## src/sv/dq_pkg.sv

```systemverilog
// Shared types and codes for the bounded double-ended queue.
package dq_pkg;

   localparam int DATA_W  = 32;
   localparam int CAP_W   = 11;
   localparam int OP_W    = 3;

   localparam logic [OP_W-1:0] OP_NONE       = 3'd0;
   localparam logic [OP_W-1:0] OP_INS_FRONT  = 3'd1;
   localparam logic [OP_W-1:0] OP_INS_BACK   = 3'd2;
   localparam logic [OP_W-1:0] OP_REM_FRONT  = 3'd3;
   localparam logic [OP_W-1:0] OP_REM_BACK   = 3'd4;

   localparam logic signed [DATA_W-1:0] EMPTY_VALUE = -32'sd1;

   typedef struct packed {
      logic [OP_W-1:0]          op;
      logic signed [DATA_W-1:0] value;
   } req_type;

   typedef struct packed {
      logic                     ok;
      logic signed [DATA_W-1:0] front_value;
      logic signed [DATA_W-1:0] rear_value;
      logic                     empty_res;
      logic                     full_res;
      logic [CAP_W-1:0]         entry_count;
   } rsp_type;

   typedef enum logic [1:0] {
      ST_IDLE,
      ST_READ,
      ST_RESP
   } state_type;

endpackage

```

## src/sv/dq_ctrl.sv

```systemverilog
// Pointer, count and capacity control with the response register.
module dq_ctrl #(
   parameter int DEPTH = 1024,
   parameter int AW    = 10
) (
   input  logic                             clock,
   input  logic                             reset,
   input  logic                             req_valid,
   output logic                             req_stall,
   input  dq_pkg::req_type                  req_data,
   output logic                             rsp_valid,
   input  logic                             rsp_stall,
   output dq_pkg::rsp_type                  rsp_data,
   input  logic                             csr_valid,
   output logic                             csr_ready,
   input  logic [dq_pkg::CAP_W-1:0]         csr_data,
   output logic                             wr_en,
   output logic [AW-1:0]                    wr_addr,
   output logic signed [dq_pkg::DATA_W-1:0] wr_data,
   output logic                             rd_en,
   output logic [AW-1:0]                    rd_front_addr,
   output logic [AW-1:0]                    rd_rear_addr,
   input  logic signed [dq_pkg::DATA_W-1:0] rd_front_data,
   input  logic signed [dq_pkg::DATA_W-1:0] rd_rear_data
);

   localparam int CW = $clog2(DEPTH + 1);
   localparam int KW = (CW > dq_pkg::CAP_W) ? CW : dq_pkg::CAP_W;
   localparam logic [AW-1:0] LAST_IDX = AW'(DEPTH - 1);

   dq_pkg::state_type       state_ff, state_in;
   logic [AW-1:0]           head_ff, head_in;
   logic [AW-1:0]           tail_ff, tail_in;
   logic [CW-1:0]           count_ff, count_in;
   logic [dq_pkg::CAP_W-1:0] cap_ff;
   logic                    ok_ff, ok_in;
   logic                    rsp_valid_ff, rsp_valid_in;
   dq_pkg::rsp_type         rsp_ff, rsp_in;

   logic                    req_fire;
   logic [KW-1:0]           cap_ext;
   logic [KW-1:0]           eff_cap;
   logic                    is_full;
   logic                    is_empty;

   function automatic logic [AW-1:0] idx_next(input logic [AW-1:0] i);
      return (i == LAST_IDX) ? '0 : i + AW'(1);
   endfunction

   function automatic logic [AW-1:0] idx_prev(input logic [AW-1:0] i);
      return (i == '0) ? LAST_IDX : i - AW'(1);
   endfunction

   assign req_stall = (state_ff != dq_pkg::ST_IDLE);
   assign req_fire  = req_valid && !req_stall;
   assign csr_ready = 1'b1;

   // A capacity above the ring depth saturates at the depth.
   assign cap_ext  = KW'(cap_ff);
   assign eff_cap  = (cap_ext > KW'(DEPTH)) ? KW'(DEPTH) : cap_ext;
   assign is_full  = (KW'(count_ff) >= eff_cap);
   assign is_empty = (count_ff == '0);

   always_ff @(posedge clock) begin
      if (reset) begin
         state_ff     <= dq_pkg::ST_IDLE;
         head_ff      <= '0;
         tail_ff      <= '0;
         count_ff     <= '0;
         cap_ff       <= dq_pkg::CAP_W'(1024);
         rsp_valid_ff <= 1'b0;
      end else begin
         state_ff     <= state_in;
         head_ff      <= head_in;
         tail_ff      <= tail_in;
         count_ff     <= count_in;
         rsp_valid_ff <= rsp_valid_in;
         if (csr_valid && csr_ready) begin
            cap_ff <= csr_data;
         end
      end
   end

   always_ff @(posedge clock) begin
      ok_ff  <= ok_in;
      rsp_ff <= rsp_in;
   end

   always_comb begin
      state_in      = state_ff;
      head_in       = head_ff;
      tail_in       = tail_ff;
      count_in      = count_ff;
      ok_in         = ok_ff;
      rsp_in        = rsp_ff;
      rsp_valid_in  = rsp_valid_ff && rsp_stall;
      wr_en         = 1'b0;
      wr_addr       = tail_ff;
      wr_data       = req_data.value;
      rd_en         = 1'b0;
      rd_front_addr = head_ff;
      rd_rear_addr  = idx_prev(tail_ff);

      case (state_ff)
         dq_pkg::ST_IDLE: begin
            if (req_fire) begin
               state_in = dq_pkg::ST_READ;
               ok_in    = 1'b0;
               case (req_data.op)
                  dq_pkg::OP_NONE: begin
                     ok_in = 1'b1;
                  end
                  dq_pkg::OP_INS_FRONT: begin
                     if (!is_full) begin
                        head_in  = idx_prev(head_ff);
                        wr_en    = 1'b1;
                        wr_addr  = idx_prev(head_ff);
                        count_in = count_ff + CW'(1);
                        ok_in    = 1'b1;
                     end
                  end
                  dq_pkg::OP_INS_BACK: begin
                     if (!is_full) begin
                        tail_in  = idx_next(tail_ff);
                        wr_en    = 1'b1;
                        wr_addr  = tail_ff;
                        count_in = count_ff + CW'(1);
                        ok_in    = 1'b1;
                     end
                  end
                  dq_pkg::OP_REM_FRONT: begin
                     if (!is_empty) begin
                        head_in  = idx_next(head_ff);
                        count_in = count_ff - CW'(1);
                        ok_in    = 1'b1;
                     end
                  end
                  dq_pkg::OP_REM_BACK: begin
                     if (!is_empty) begin
                        tail_in  = idx_prev(tail_ff);
                        count_in = count_ff - CW'(1);
                        ok_in    = 1'b1;
                     end
                  end
                  default: begin
                     ok_in = 1'b0;
                  end
               endcase
            end
         end
         dq_pkg::ST_READ: begin
            // Pointers already hold their new values, so the ends are read here.
            rd_en    = 1'b1;
            state_in = dq_pkg::ST_RESP;
         end
         dq_pkg::ST_RESP: begin
            if (!rsp_valid_ff || !rsp_stall) begin
               rsp_in.ok          = ok_ff;
               rsp_in.front_value = is_empty ? dq_pkg::EMPTY_VALUE : rd_front_data;
               rsp_in.rear_value  = is_empty ? dq_pkg::EMPTY_VALUE : rd_rear_data;
               rsp_in.empty_res   = is_empty;
               rsp_in.full_res    = is_full;
               rsp_in.entry_count = dq_pkg::CAP_W'(count_ff);
               rsp_valid_in       = 1'b1;
               state_in           = dq_pkg::ST_IDLE;
            end
         end
         default: begin
            state_in = dq_pkg::ST_IDLE;
         end
      endcase
   end

   assign rsp_valid = rsp_valid_ff;
   assign rsp_data  = rsp_ff;

endmodule

```

## config.mk

```make
export PLATFORM = sky130hd
export DESIGN_NAME = dq_ctrl
export DESIGN_NICKNAME = d
export VERILOG_FILES = /design/src/sv/dq_pkg.sv /design/src/sv/dq_ctrl.sv
export SDC_FILE = /design/constraint.sdc
export NUM_CORES = 1
export LEC_CHECK = 0
export ABC_AREA = 1
export BUFFER_PORTS_ARGS = -buffer_cell sky130_fd_sc_hd__buf_2
export CAP_MARGIN = 20
export CORE_ASPECT_RATIO = 0.6
export CORE_UTILIZATION = 50
export DETAILED_ROUTE_END_ITERATION = 8
export PLACE_DENSITY = 0.83
export SYNTH_ARGS = -nofsm -noshare
export SYNTH_HDL_FRONTEND = slang
export SYNTH_SLANG_ARGS = --single-unit
export TNS_END_PERCENT = 1
```

## constraint.sdc

```tcl
create_clock -name clock -period 5.66 [get_ports clock]
set_input_delay 0.283 -clock clock [delete_from_list [all_inputs] [get_ports clock]]
set_output_delay 0.283 -clock clock [all_outputs]
set_load 0.005 [all_outputs]
```

==> impl_metrics.tcl <==
set metrics [dict create \
    status "finished clean" \
    final_layout_size_suffix_gt1_frac 0.3132 \
    hold_viol_final 0 \
    synth_edf_count 79 \
    rsz0062_at_grt "no" \
    post_dp_cell_area_mm2 0.007886 \
    finalPower_mw 2.786 \
    finalCritPeriodShare 0.6647 \
    fin_ws_ns 1.898 \
    ys.flop_type "edfxtp_1" \
    cts-resized-gates 0 \
    path_clk_slew_ns 0.06 \
    wire_per_inst_um 15.21 \
    place_congestion 0.9378 \
    syn_area_per_cell_um2 8.163 \
    grt_first_pass_wirelength_um 27920 \
    synth_area_leaders "edfxtp_1, dfxtp_1, nand2_1, nor2_1, or2_2" \
    finClkSkew_ns 0.01181 \
    route.detailed.drc 0 \
    vias 6163 \
    relSlewSlack 0.3734 \
    post-place-ws_ns 2.345 \
    hp-class "input port to register" \
    min_period_ns 3.762 \
    nets 1155 \
    path_class "register to output port" \
    max-cap-violations 0 \
    dieHeight_um 93.68 \
    syn_area_mm2 0.007004 \
    synth_top_cell_by_area "edfxtp_1" \
    register_area_mm2 0.003273 \
    cp-end-kind "output port" \
    start_kind "register" \
    ys_types 42 \
    p_leak_nw 4.067 \
    cts_setup_buffers 0 \
    cp.required_ns 5.38 \
    finalSetupViolations 0 \
    finalCoreUtilization 0.6235 \
    start_util 0.5125 \
    hold_buffers 0 \
    holdWs_ns 0.1128 \
    async_flop_share 0 \
    grt_usage 0.2553 \
    drt-vias-per-instance 5.052 \
    fmax_mhz 265.8 \
    multi_input_area_mm2 0.003088 \
    die-area_mm2 0.01450 \
    instances_no_fill 1220 \
    ir_worst_vdd_uv 189.8 \
    clockRootBuffer "clkbuf_16" \
    ant_nets 0 \
    grt_max_degree 67 \
    antenna_cells 0 \
    first_pass_iters 5 \
    numPortBuffers 194 \
    clock_latency_ns 0.42 \
    critPathArrivalTime_ns 3.48 \
    numCtsBuffers 17 \
    ys_warn_count 0 \
    place_hpwl_um 13810 \
    cts_tree "built" \
    worst_slew_pin_slew_ns 0.9348 \
    worstPathMaxFanout 20 \
    htree_num_levels 4 \
    syn_inst 858 \
    syn2layout_area_growth_pct 21.67 \
    fill_cells 1172 \
    final.setup.tns_ns 0 \
    rows 33 \
    dp.cells 1188 \
    core_area_mm2 0.01367 \
    grt_pass1_vias 5301 \
    post-route-cell-area_mm2 0.008522 \
    clockBufferDepth 2 \
    synth_top_area_share 0.3387 \
    drt_iter0_markers 550 \
    grt_overflow 0 \
    synth.net_count 998 \
    clkSinkCount 124 \
    p_per_area_mw_per_mm2 327.0 \
    ys_ff_latch 124 \
    slew_violations 0 \
    io-pin-count 260 \
    synth_seq_area_share 0.4673 \
    grt_antenna_before_repair 1 \
    wirelength_um 18550 \
    die_w_um 154.8 \
]
kinds of logic (layout without fill, tap and decap cells):
family,count (synthesis),in the layout,share of synthesized area
xor+xnor,16,16,0.02001
fa+ha+maj,25,25,0.04573
flops,124,124,0.4673
other cells,1,1,0.0005354
compound gates,72,72,0.05413
buf+inv,136,306,0.09414
simple gates,484,484,0.3182
cells in the final DEF, fill, tap and decap left out, types with 8 or more instances in the layout:
cell / count
a21oi_1: 25
buf_2: 194
clkbuf_16: 17
dfxtp_1: 45
edfxtp_1: 79
ha_1: 24
inv_1: 68
inv_2: 8
nand2_1: 203
nand3_1: 56
nand4_1: 10
nor2_1: 119
o21ai_0: 36
or2_2: 60
xor2_1: 12
cell usage after synthesis, types with 2 or more instances:
cell type,count
nand2_2,4
ha_1,24
o21ai_1,3
nand3b_1,5
nor3_2,3
clkbuf_1,15
nand2_1,203
inv_2,8
nor2_1,119
nor3_1,4
o21ai_0,36
nand3_2,4
a21oi_1,26
inv_1,68
nor2_2,5
nand4_1,10
nand3_1,56
xor2_1,12
buf_4,34
or2_1,4
a21o_1,2
dfxtp_1,45
edfxtp_1,79
or2_2,60
buf_2,9
xnor2_1,4
worst max-delay path: stages (launching register included):
cell and delay (ns):
dfxtp_1 0.32, nor4_1 0.36, a21oi_1 0.14, inv_1 0.22, nand2_1 0.10, ha_1 0.32, nand2_1 0.07, nand2_1 0.04
a21oi_1 0.12, nand2_1 0.08, inv_2 0.06, nand3_2 0.13, nor3_2 0.74, nand2_1 0.12, o21ai_0 0.11, buf_2 0.13
sequential cells by signal, indices dropped and copies added (netlist names):
signal	cells
count_ff	11
ok_ff	1
tail_ff	10
cap_ext	11
rd_front_addr	10
rsp_valid	1
rsp_data	78
state_ff	2
power by group:
part	internal, mW	leakage, nW	switching, mW
sequential	1.03	1.08	0.0396
clock	0.747	0.313	0.432
combinational	0.217	2.67	0.317
worst paths after layout:
path,to,from,cells after the start,slack [ns]
worst min register to register,rsp_data[77],ok_ff,0,0.42
worst min-delay path,cap_ext[3],csr_data[3],3,0.11
worst max-delay path,wr_addr[5],cap_ext[1],15,1.90
worst max register to register,rd_front_addr[8],cap_ext[1],16,2.65
layer usage:
metal  global-route usage  vias up  routed length, um
met1               0.3445     2833               8356
met4              0.05363        2                113
li1                     -     3058                  -
met3              0.08072       20               1736
met5                    0        -                 16
met2               0.4027      250               8329
final cells by class:
| class | instances | share of cell area |
|---|---|---|
| clock buffers | 17 | 0.04992 |
| clock inverters | 15 | 0.02467 |
| inverters | 77 | 0.03421 |
| multi-input cells | 598 | 0.3624 |
| flip-flops and latches | 124 | 0.3841 |
| well taps | 192 | 0.02819 |
| repair buffers | 197 | 0.1166 |
Note: power is estimated with default switching activity, not from simulation.
